### src/sv/shsc_pkg.sv
// shsc_pkg: types and constants for the spill hit stream counter
// no dependencies; compiled first, used by the channel interfaces and the top level
`default_nettype none

package shsc_pkg;

   localparam int NUM_CHANNELS    = 8;
   localparam int CHAN_IDX_WIDTH  = 3;
   localparam int FIELD_WIDTH     = 22;
   localparam int WORD_WIDTH      = 32;
   localparam int LANE_WIDTH      = 2;
   localparam int CHAN_SUM_WIDTH  = 6;

   localparam logic [WORD_WIDTH-1:0] NIBBLE_MASK   = 32'hF000_0000;
   localparam logic [WORD_WIDTH-1:0] HEADER_CODE   = 32'h7000_0000;
   localparam logic [WORD_WIDTH-1:0] TRAILER_CODE  = 32'hF000_0000;
   localparam logic [WORD_WIDTH-1:0] ROLLOVER_WORD = 32'h5C5C_5C5C;

   // parse phase of the current buffer, one-hot
   typedef enum logic [3:0] {
      PH_HEADER = 4'b0001,
      PH_SKIP   = 4'b0010,
      PH_BODY   = 4'b0100,
      PH_DONE   = 4'b1000
   } phase_type;

   typedef enum logic [1:0] {
      ST_OK         = 2'd0,
      ST_MISMATCH   = 2'd1,
      ST_NO_TRAILER = 2'd2
   } status_type;

   typedef logic [FIELD_WIDTH-1:0] field_type;

   typedef struct packed {
      status_type                     status;
      field_type                      rollover;
      field_type                      hits;
      field_type [NUM_CHANNELS-1:0]   chan;
   } result_type;

endpackage

`default_nettype wire

### src/sv/shsc_if.sv
// shsc_req_if and shsc_rsp_if: valid/ready channels of the spill hit stream counter
// depends on shsc_pkg for field widths
`default_nettype none

interface shsc_req_if import shsc_pkg::*; ();
   logic                  valid;
   logic                  ready;
   logic [WORD_WIDTH-1:0] data_word;
   logic                  last_word;

   modport source (output valid, output data_word, output last_word, input ready);
   modport sink   (input valid, input data_word, input last_word, output ready);
endinterface

interface shsc_rsp_if import shsc_pkg::*; ();
   logic                   valid;
   logic                   ready;
   logic [1:0]             spill_status;
   logic [FIELD_WIDTH-1:0] rollover_count;
   logic [FIELD_WIDTH-1:0] hit_count;
   logic [FIELD_WIDTH-1:0] chan0_hits;
   logic [FIELD_WIDTH-1:0] chan1_hits;
   logic [FIELD_WIDTH-1:0] chan2_hits;
   logic [FIELD_WIDTH-1:0] chan3_hits;
   logic [FIELD_WIDTH-1:0] chan4_hits;
   logic [FIELD_WIDTH-1:0] chan5_hits;
   logic [FIELD_WIDTH-1:0] chan6_hits;
   logic [FIELD_WIDTH-1:0] chan7_hits;

   modport source (
      output valid, output spill_status, output rollover_count, output hit_count,
      output chan0_hits, output chan1_hits, output chan2_hits, output chan3_hits,
      output chan4_hits, output chan5_hits, output chan6_hits, output chan7_hits,
      input ready
   );
   modport sink (
      input valid, input spill_status, input rollover_count, input hit_count,
      input chan0_hits, input chan1_hits, input chan2_hits, input chan3_hits,
      input chan4_hits, input chan5_hits, input chan6_hits, input chan7_hits,
      output ready
   );
endinterface

`default_nettype wire

### src/sv/spill_hit_stream_counter_unit.sv
// spill_hit_stream_counter_unit: top level of the spill hit stream counter
// depends on shsc_pkg and the channel interfaces in shsc_if.sv
`default_nettype none

// The unit parses a spill buffer one 32-bit word per transaction on req_if and
// returns one summary transaction on rsp_if at the end of each buffer. The first
// word is a header (top nibble 7), the second is skipped, and every later word is
// a trailer (top nibble F, ends the buffer with status ok), a rollover marker
// 0x5c5c5c5c, or a hit. Hits are counted in total and per channel, where the
// channel is pixel (bits 28..26) plus four times column (bits 31..29) minus eight
// times the lane written on the csr port; hits outside channels 0..7 only count
// in the total. A header mismatch returns status 1 with zero counts, a buffer
// marked last without a trailer returns status 2. Words after a trailer or a
// mismatch are dropped up to the word marked last. All counters are
// COUNT_WIDTH bits, saturate, and are reported in their low 22 bits.
// Timing: a word is registered on acceptance and then classified and counted from
// the input register, and one word is taken every cycle unless the input stalls;
// the output register lets the next word in while a summary waits,
// and input stalls only when a second summary would land on an untaken one.
// The lane register is sampled by the counting stage, so write it while idle.
module spill_hit_stream_counter_unit
   import shsc_pkg::*;
#(
   parameter int COUNT_WIDTH = 22
) (
   input  wire logic                  clock,
   input  wire logic                  reset,
   input  wire logic                  csr_write_enable,
   input  wire logic [LANE_WIDTH-1:0] csr_write_data,
   shsc_req_if.sink                   req_if,
   shsc_rsp_if.source                 rsp_if
);

   typedef logic [COUNT_WIDTH-1:0] count_type;

   localparam count_type COUNT_MAX = '1;

   // saturating increment
   function automatic count_type bump(input count_type c);
      bump = (c == COUNT_MAX) ? c : c + count_type'(1);
   endfunction

   // counter to reported field, zero extended or truncated to 22 bits
   function automatic field_type to_field(input count_type c);
      logic [WORD_WIDTH-1:0] wide;
      wide     = WORD_WIDTH'(c);
      to_field = wide[FIELD_WIDTH-1:0];
   endfunction

   // csr
   logic [LANE_WIDTH-1:0] lane_select_ff;

   // input register stage
   logic                  s1_valid_ff;
   logic [WORD_WIDTH-1:0] s1_word_ff;
   logic                  s1_last_ff;

   // parse state and counters
   phase_type phase_ff,    phase_in;
   count_type rollover_ff, rollover_in;
   count_type hits_ff,     hits_in;
   count_type [NUM_CHANNELS-1:0] chan_ff, chan_in;

   // result register
   logic       out_valid_ff;
   result_type out_data_ff;

   logic       emit;
   status_type status;
   logic       s1_fire;
   logic       req_fire;
   logic       rsp_fire;

   // channel decode
   logic [CHAN_SUM_WIDTH-1:0] chan_sum;
   logic [CHAN_SUM_WIDTH-1:0] lane_offset;
   logic [CHAN_SUM_WIDTH-1:0] chan_diff;
   logic                      chan_ok;
   logic [CHAN_IDX_WIDTH-1:0] chan_idx;
   logic                      is_header;
   logic                      is_trailer;
   logic                      is_rollover;

   always_ff @(posedge clock) begin
      if (reset) begin
         lane_select_ff <= '0;
      end else if (csr_write_enable) begin
         lane_select_ff <= csr_write_data;
      end
   end

   // handshakes
   assign req_fire      = req_if.valid && req_if.ready;
   assign rsp_fire      = out_valid_ff && rsp_if.ready;
   // the counting stage moves unless it has a summary and an untaken one is held
   assign s1_fire       = s1_valid_ff && (!emit || !out_valid_ff || rsp_if.ready);
   assign req_if.ready  = !s1_valid_ff || s1_fire;

   always_ff @(posedge clock) begin
      if (reset) begin
         s1_valid_ff <= 1'b0;
      end else if (req_fire) begin
         s1_valid_ff <= 1'b1;
      end else if (s1_fire) begin
         s1_valid_ff <= 1'b0;
      end
   end

   always_ff @(posedge clock) begin
      if (req_fire) begin
         s1_word_ff <= req_if.data_word;
         s1_last_ff <= req_if.last_word;
      end
   end

   // word classification
   assign is_header   = (s1_word_ff & NIBBLE_MASK) == HEADER_CODE;
   assign is_trailer  = (s1_word_ff & NIBBLE_MASK) == TRAILER_CODE;
   assign is_rollover = s1_word_ff == ROLLOVER_WORD;

   // channel = pixel + 4*column - 8*lane, kept only when it lands in 0..7
   assign chan_sum    = CHAN_SUM_WIDTH'(s1_word_ff[28:26])
                      + CHAN_SUM_WIDTH'({s1_word_ff[31:29], 2'b00});
   assign lane_offset = CHAN_SUM_WIDTH'({lane_select_ff, 3'b000});
   assign chan_diff   = chan_sum - lane_offset;
   assign chan_ok     = (chan_sum >= lane_offset)
                      && (chan_diff[CHAN_SUM_WIDTH-1:CHAN_IDX_WIDTH] == '0);
   assign chan_idx    = chan_diff[CHAN_IDX_WIDTH-1:0];

   // parse step for the word in the input register
   always_comb begin
      phase_in    = phase_ff;
      rollover_in = rollover_ff;
      hits_in     = hits_ff;
      chan_in     = chan_ff;
      emit        = 1'b0;
      status      = ST_OK;
      unique case (phase_ff)
         PH_HEADER: begin
            // any word in the header phase starts from zero counts
            rollover_in = '0;
            hits_in     = '0;
            chan_in     = '0;
            if (!is_header) begin
               emit     = 1'b1;
               status   = ST_MISMATCH;
               phase_in = s1_last_ff ? PH_HEADER : PH_DONE;
            end else if (s1_last_ff) begin
               emit     = 1'b1;
               status   = ST_NO_TRAILER;
               phase_in = PH_HEADER;
            end else begin
               phase_in = PH_SKIP;
            end
         end
         PH_SKIP: begin
            if (s1_last_ff) begin
               emit     = 1'b1;
               status   = ST_NO_TRAILER;
               phase_in = PH_HEADER;
            end else begin
               phase_in = PH_BODY;
            end
         end
         PH_BODY: begin
            if (is_trailer) begin
               emit     = 1'b1;
               status   = ST_OK;
               phase_in = s1_last_ff ? PH_HEADER : PH_DONE;
            end else begin
               if (is_rollover) begin
                  rollover_in = bump(rollover_ff);
               end else begin
                  hits_in = bump(hits_ff);
                  for (int i = 0; i < NUM_CHANNELS; i++) begin
                     if (chan_ok && (chan_idx == CHAN_IDX_WIDTH'(i))) begin
                        chan_in[i] = bump(chan_ff[i]);
                     end
                  end
               end
               if (s1_last_ff) begin
                  emit     = 1'b1;
                  status   = ST_NO_TRAILER;
                  phase_in = PH_HEADER;
               end
            end
         end
         PH_DONE: begin
            // drop words up to the end of the buffer
            if (s1_last_ff) begin
               phase_in = PH_HEADER;
            end
         end
         default: begin
            phase_in = PH_HEADER;
         end
      endcase
   end

   always_ff @(posedge clock) begin
      if (reset) begin
         phase_ff    <= PH_HEADER;
         rollover_ff <= '0;
         hits_ff     <= '0;
         chan_ff     <= '0;
      end else if (s1_fire) begin
         phase_ff    <= phase_in;
         rollover_ff <= rollover_in;
         hits_ff     <= hits_in;
         chan_ff     <= chan_in;
      end
   end

   // result register, holds a summary until taken
   always_ff @(posedge clock) begin
      if (reset) begin
         out_valid_ff <= 1'b0;
      end else if (s1_fire && emit) begin
         out_valid_ff <= 1'b1;
      end else if (rsp_fire) begin
         out_valid_ff <= 1'b0;
      end
   end

   always_ff @(posedge clock) begin
      if (s1_fire && emit) begin
         out_data_ff.status   <= status;
         out_data_ff.rollover <= to_field(rollover_in);
         out_data_ff.hits     <= to_field(hits_in);
         for (int i = 0; i < NUM_CHANNELS; i++) begin
            out_data_ff.chan[i] <= to_field(chan_in[i]);
         end
      end
   end

   assign rsp_if.valid          = out_valid_ff;
   assign rsp_if.spill_status   = out_data_ff.status;
   assign rsp_if.rollover_count = out_data_ff.rollover;
   assign rsp_if.hit_count      = out_data_ff.hits;
   assign rsp_if.chan0_hits     = out_data_ff.chan[0];
   assign rsp_if.chan1_hits     = out_data_ff.chan[1];
   assign rsp_if.chan2_hits     = out_data_ff.chan[2];
   assign rsp_if.chan3_hits     = out_data_ff.chan[3];
   assign rsp_if.chan4_hits     = out_data_ff.chan[4];
   assign rsp_if.chan5_hits     = out_data_ff.chan[5];
   assign rsp_if.chan6_hits     = out_data_ff.chan[6];
   assign rsp_if.chan7_hits     = out_data_ff.chan[7];

   // a new summary only comes from a word that was waiting in the input register
   a_summary_source : assert property (@(posedge clock) disable iff (reset)
      $rose(out_valid_ff) |-> $past(s1_valid_ff))
      else $error("summary appeared without a word in the counting stage");

   // a mismatch summary carries cleared counts
   a_mismatch_zero : assert property (@(posedge clock) disable iff (reset)
      (out_valid_ff && out_data_ff.status == ST_MISMATCH)
         |-> (out_data_ff.rollover == '0 && out_data_ff.hits == '0))
      else $error("mismatch summary with nonzero counts");

   // hit total only drops when a header word is processed
   a_hits_monotonic : assert property (@(posedge clock) disable iff (reset)
      !(s1_fire && phase_ff == PH_HEADER) |=> hits_ff >= $past(hits_ff))
      else $error("hit total decreased outside a header word");

   // an untaken summary is never overwritten by the counting stage
   a_no_overwrite : assert property (@(posedge clock) disable iff (reset)
      (out_valid_ff && !rsp_if.ready) |-> !(s1_fire && emit))
      else $error("summary overwritten before it was taken");

endmodule

`default_nettype wire
### src/flat_wrapper.sv
// flat-port wrapper written by rule: the top's interface ports become plain ports
module spill_hit_stream_counter_unit_flat import shsc_pkg::*;
#(
   parameter int COUNT_WIDTH = 22
)
  (clock, reset, csr_write_enable, csr_write_data, req_if_valid, req_if_data_word, req_if_last_word, req_if_ready, rsp_if_valid, rsp_if_spill_status, rsp_if_rollover_count, rsp_if_hit_count, rsp_if_chan0_hits, rsp_if_chan1_hits, rsp_if_chan2_hits, rsp_if_chan3_hits, rsp_if_chan4_hits, rsp_if_chan5_hits, rsp_if_chan6_hits, rsp_if_chan7_hits, rsp_if_ready);
  shsc_req_if req_if_i ();
  shsc_rsp_if rsp_if_i ();
  input  wire logic clock;
  input  wire logic reset;
  input  wire logic csr_write_enable;
  input  wire logic [LANE_WIDTH-1:0] csr_write_data;
  input wire logic [$bits(req_if_i.valid)-1:0] req_if_valid;
  input wire logic [$bits(req_if_i.data_word)-1:0] req_if_data_word;
  input wire logic [$bits(req_if_i.last_word)-1:0] req_if_last_word;
  output wire logic [$bits(req_if_i.ready)-1:0] req_if_ready;
  output wire logic [$bits(rsp_if_i.valid)-1:0] rsp_if_valid;
  output wire logic [$bits(rsp_if_i.spill_status)-1:0] rsp_if_spill_status;
  output wire logic [$bits(rsp_if_i.rollover_count)-1:0] rsp_if_rollover_count;
  output wire logic [$bits(rsp_if_i.hit_count)-1:0] rsp_if_hit_count;
  output wire logic [$bits(rsp_if_i.chan0_hits)-1:0] rsp_if_chan0_hits;
  output wire logic [$bits(rsp_if_i.chan1_hits)-1:0] rsp_if_chan1_hits;
  output wire logic [$bits(rsp_if_i.chan2_hits)-1:0] rsp_if_chan2_hits;
  output wire logic [$bits(rsp_if_i.chan3_hits)-1:0] rsp_if_chan3_hits;
  output wire logic [$bits(rsp_if_i.chan4_hits)-1:0] rsp_if_chan4_hits;
  output wire logic [$bits(rsp_if_i.chan5_hits)-1:0] rsp_if_chan5_hits;
  output wire logic [$bits(rsp_if_i.chan6_hits)-1:0] rsp_if_chan6_hits;
  output wire logic [$bits(rsp_if_i.chan7_hits)-1:0] rsp_if_chan7_hits;
  input wire logic [$bits(rsp_if_i.ready)-1:0] rsp_if_ready;
  assign req_if_i.valid = req_if_valid;
  assign req_if_i.data_word = req_if_data_word;
  assign req_if_i.last_word = req_if_last_word;
  assign req_if_ready = req_if_i.ready;
  assign rsp_if_valid = rsp_if_i.valid;
  assign rsp_if_spill_status = rsp_if_i.spill_status;
  assign rsp_if_rollover_count = rsp_if_i.rollover_count;
  assign rsp_if_hit_count = rsp_if_i.hit_count;
  assign rsp_if_chan0_hits = rsp_if_i.chan0_hits;
  assign rsp_if_chan1_hits = rsp_if_i.chan1_hits;
  assign rsp_if_chan2_hits = rsp_if_i.chan2_hits;
  assign rsp_if_chan3_hits = rsp_if_i.chan3_hits;
  assign rsp_if_chan4_hits = rsp_if_i.chan4_hits;
  assign rsp_if_chan5_hits = rsp_if_i.chan5_hits;
  assign rsp_if_chan6_hits = rsp_if_i.chan6_hits;
  assign rsp_if_chan7_hits = rsp_if_i.chan7_hits;
  assign rsp_if_i.ready = rsp_if_ready;
  spill_hit_stream_counter_unit #(.COUNT_WIDTH(COUNT_WIDTH)) u_core (.clock(clock), .reset(reset), .csr_write_enable(csr_write_enable), .csr_write_data(csr_write_data), .req_if(req_if_i), .rsp_if(rsp_if_i));
endmodule
### config.mk
export PLATFORM = sky130hd
export DESIGN_NAME = spill_hit_stream_counter_unit_flat
export DESIGN_NICKNAME = d
export VERILOG_FILES = /design/src/sv/shsc_pkg.sv /design/src/sv/shsc_if.sv /design/src/sv/spill_hit_stream_counter_unit.sv /design/src/flat_wrapper.sv
export SDC_FILE = /design/constraint.sdc
export NUM_CORES = 1
export LEC_CHECK = 0
export ABC_CLOCK_PERIOD_IN_PS = 18600
export BUFFER_PORTS_ARGS = -buffer_cell sky130_fd_sc_hd__buf_2
export CAP_MARGIN = 20
export CORE_UTILIZATION = 40
export CTS_CLUSTER_SIZE = 8
export DETAILED_ROUTE_END_ITERATION = 10
export RECOVER_POWER = 25
export SLEW_MARGIN = 5
export SYNTH_ARGS = -nofsm -noshare
export SYNTH_HDL_FRONTEND = slang
export SYNTH_SLANG_ARGS = --single-unit
### constraint.sdc
create_clock -name clock -period 18.6 [get_ports clock]
set_input_delay 3.72 -clock clock [delete_from_list [all_inputs] [get_ports clock]]
set_output_delay 3.72 -clock clock [all_outputs]
set_load 0.005 [all_outputs]
==> metrics.md <==
| Metric | Value |
|---|---|
| RSZ-0062 raised after global routing | no |
| Die area | between 0.06 and 0.07 mm2 |
| Yosys warnings | 0 |
| Layout cells sized above 1 | between 10 and 15% |
| Pre-antenna DRT Iters | 11 |
| Leading cell type in the layout, fill and taps excluded | o21ai_0 |
| Total number of vias | approximately 22000 |
| Critical Path Fanout Max | approximately 200 |
| Async set-reset flop share out of synthesis | 0% |
| Hold Vio Cnt, Final | 0 |
| Root Buffer Master | clkbuf_16 |
| GRT Total Usage | around a quarter |
| Nets | roughly 2800 |
| Final Cycle Share | 61.4% |
| Worst setup SP type | flop |
| Global route overflow | 0 |
| Top cell family by delay on the critical path | buffers and inverters |
| Max Cap Viol | 2 |
| Max clock buf depth | 3 |
| Failing checks | DRC, capacitance limit, slew limit |
| # DRC | 16 |
| Worst-path clk slew | around 0.060 ns |
| Final setup viols | 0 |
| Seq. cell area | approximately 0.012 mm2 |
| Layout overhead on the synthesized area | 16.3% |
| Post-synth top flop | edfxtp_1 |
| I/O Buffers | around 260 |
| Clk_lat worst skew | around 0.6 ns |
| Final hold slack | ~0.49 ns |
| CP bufs+invs | 1 |
| Status | finished with violations |
| TritonCTS Buffers | a little over 70 |
| Yosys reg bits | 483 |
| N_diodes | 0 |
| Crit path time final | roughly 11 ns |
| CP Data Required Time | between 15 and 20 ns |
| Synth Instances | roughly 2600 |
| Fmax | 87.5 MHz |
| Total negative slack | 0 ns |
| Syn_nets | between 2000 and 3000 |
| Register area share after synthesis | between 50% and 60% |
| WL final | 74.7 mm |
| Wire per inst | approximately 21 um |
| Worst path max stage delay | ~7 ns |
| Ports | 264 |
| Die Y-Extent | 248 um |
| Largest net degree at the start of global routing | between 150 and 200 |
| Die Wd | roughly 250 um |
| Final Max Slew Viols | 252 |
| Setup bufs post-CTS | 0 |
| Syn Area/Cell | approximately 9.4 um2 |
| Finished Cell Area | approximately 0.028 mm2 |
| Multi-input gate area | around 0.011 mm2 |
| Clk sink count | just under 500 |
| Crit. End Element | flop |
| Initial core utilization | around two fifths |
| Placed insts | ~3500 |
| Crit path max-delay cell type | clkbuf_1 |
| Netlist cell types | 89 |
| GP Congestion | about 0.86 |
| Synthesized cell area | ~0.024 mm2 |
| First DRT Iteration DRCs | between 2000 and 2500 |
| Pleak | between 9 and 10 nW |
| CTS Hold Bufs | 0 |
| Dpl hpwl | 48.1 mm |
| Row count | 89 |
| Fillcell total | about 5500 |
| Worst-Margin Slew | 10.10 ns |
| H-tree levels | 3 |
| HP Class | flop to flop |
| Post-synth EDFFs | roughly 260 |
| Via density per instance | roughly 6 |
| Crit-path cells | nor2_1 > nand3b_1 > clkbuf_1 > o21ai_1 > a211oi_1 |
| Commonest cells after routing, fill and taps aside | o21ai_0, buf_2, nand3_1 |
| Arrival @ worst endpoint | between 10 and 15 ns |
| Slew HR | -573% |
| First-pass GRT wire length | between 100 and 150 mm |
| Initial antenna violation count | 1 |
| VDD IR max | a little under 0.07 mV |
| Number of global-route vias before repair | just over 20000 |
| WS Path Type | flop to flop |
| Power per cell area | around 90 mW/mm2 |
| Cell Area, Placed | 0.0260 mm2 |
| Core area | ~0.059 mm2 |
| ANT nets after route | 0 |
| CTS resizes | 0 |
| Layout Cells excl Fill | around 3600 |
| Clk_skew | between 0.02 and 0.03 ns |
| CTS tree | built |
==> path summary, 6_finish.rpt <==
| path | startpoint | endpoint | slack (ns) | cells after the start |
|---|---|---|---|---|
| worst max-delay path | u_core.phase_ff[3]$_SDFFE_PP0P_ | u_core.chan_ff[108]$_SDFFE_PP0P_ | 7.17 | 5 |
| worst min-delay path | u_core.chan_ff[45]$_SDFFE_PP0P_ | u_core.chan_ff[45]$_SDFFE_PP0P_ | 0.49 | 2 |
| worst max register to register | u_core.phase_ff[3]$_SDFFE_PP0P_ | u_core.chan_ff[108]$_SDFFE_PP0P_ | 7.17 | 5 |
| worst min register to register | u_core.chan_ff[45]$_SDFFE_PP0P_ | u_core.chan_ff[45]$_SDFFE_PP0P_ | 0.49 | 2 |
==> cells in the mapped netlist (13+ instances only) <==
cell	number	area share, %
buf_2	19	0.39
dfxtp_1	228	19
nand2b_1	13	0.34
and4_1	47	1.7
mux2i_1	55	2.3
o211ai_1	16	0.50
clkbuf_1	126	2.0
inv_1	66	1.0
nor3_1	44	0.91
nor4_1	26	0.67
or3_1	62	1.6
and2_1	42	1.1
a311oi_1	14	0.51
a211oi_1	15	0.47
nor2_1	80	1.2
a31oi_1	111	2.9
nand3_1	258	5.3
edfxtp_1	255	32
ha_1	15	0.78
and3_1	70	1.8
o21ai_0	286	5.9
o31ai_1	67	2.1
nand4_1	101	2.6
buf_1	22	0.34
a21oi_1	135	2.8
nand2_1	224	3.5
==> per-layer routing <==
metal / routed length [um] / global-route usage, % / vias to the layer above / part of all wire, %
met1: 32000 / 31.2 / 10355 / 43
met4: 2430 / 10.3 / 0 / 3.3
met2: 34500 / 37.4 / 896 / 46
met5: 0 / 0 / - / 0
met3: 5740 / 4.49 / 150 / 7.7
li1: - / - / 10270 / -
==> tightest hold or removal path: stages (launching register included) <==
cell     delay (ns)
dfxtp_1        0.33
nand2_1        0.06
a21oi_1        0.05
==> kinds of logic (layout without fill, tap and decap cells) <==
family | count (synthesis) | after routing | synth area share (%)
buf+inv | 242 | 487 | 4.05
simple gates | 1038 | 1038 | 23.5
flops | 483 | 483 | 50.6
compound gates | 727 | 727 | 18.4
xor+xnor | 3 | 3 | 0.109
mux | 61 | 61 | 2.57
fa+ha+maj | 15 | 15 | 0.777
==> per-stage QoR <==
step,setup slack (ns),power (W),utilization [%]
finish,7.17,0.00254,47.4
global route,6.65,0.00262,47.4
CTS,10.37,0.00256,47.4
detailed placement,10.36,0.00132,43.8
global placement,10.44,0.00131,43.8
floorplan,8.14,0.00126,-
==> flip-flops by register name, summed over array words and instances (netlist names), 4 cells and up <==
signal	cells
u_core.chan_ff	176
u_core.hits_ff	22
u_core.phase_ff	4
u_core.rollover_ff	22
u_core.rsp_if.chan0_hits	22
u_core.rsp_if.chan1_hits	22
u_core.rsp_if.chan2_hits	22
u_core.rsp_if.chan3_hits	22
u_core.rsp_if.chan4_hits	22
u_core.rsp_if.chan5_hits	22
u_core.rsp_if.chan6_hits	22
u_core.rsp_if.chan7_hits	22
u_core.rsp_if.hit_count	22
u_core.rsp_if.rollover_count	22
u_core.s1_word_ff	32
==> power breakdown <==
group | internal (W) | leakage [nW] | switching [W]
Clock | 0.000764 | 1.02 | 0.000476
Sequential | 0.00115 | 4.43 | 0.0000119
Combinational | 0.0000381 | 4.38 | 0.000104
==> area by class of cell <==
cell class                      count  area share, %
Clock buffer                      125           7.38
Sequential cell                   483           43.5
Tap cell                          773           3.44
Inverter                           67          0.895
Clock inverter                      5          0.218
Multi-Input combinational cell   1844           39.1
Timing Repair Buffer              290           5.44
Power figures use the tool's default switching activity.
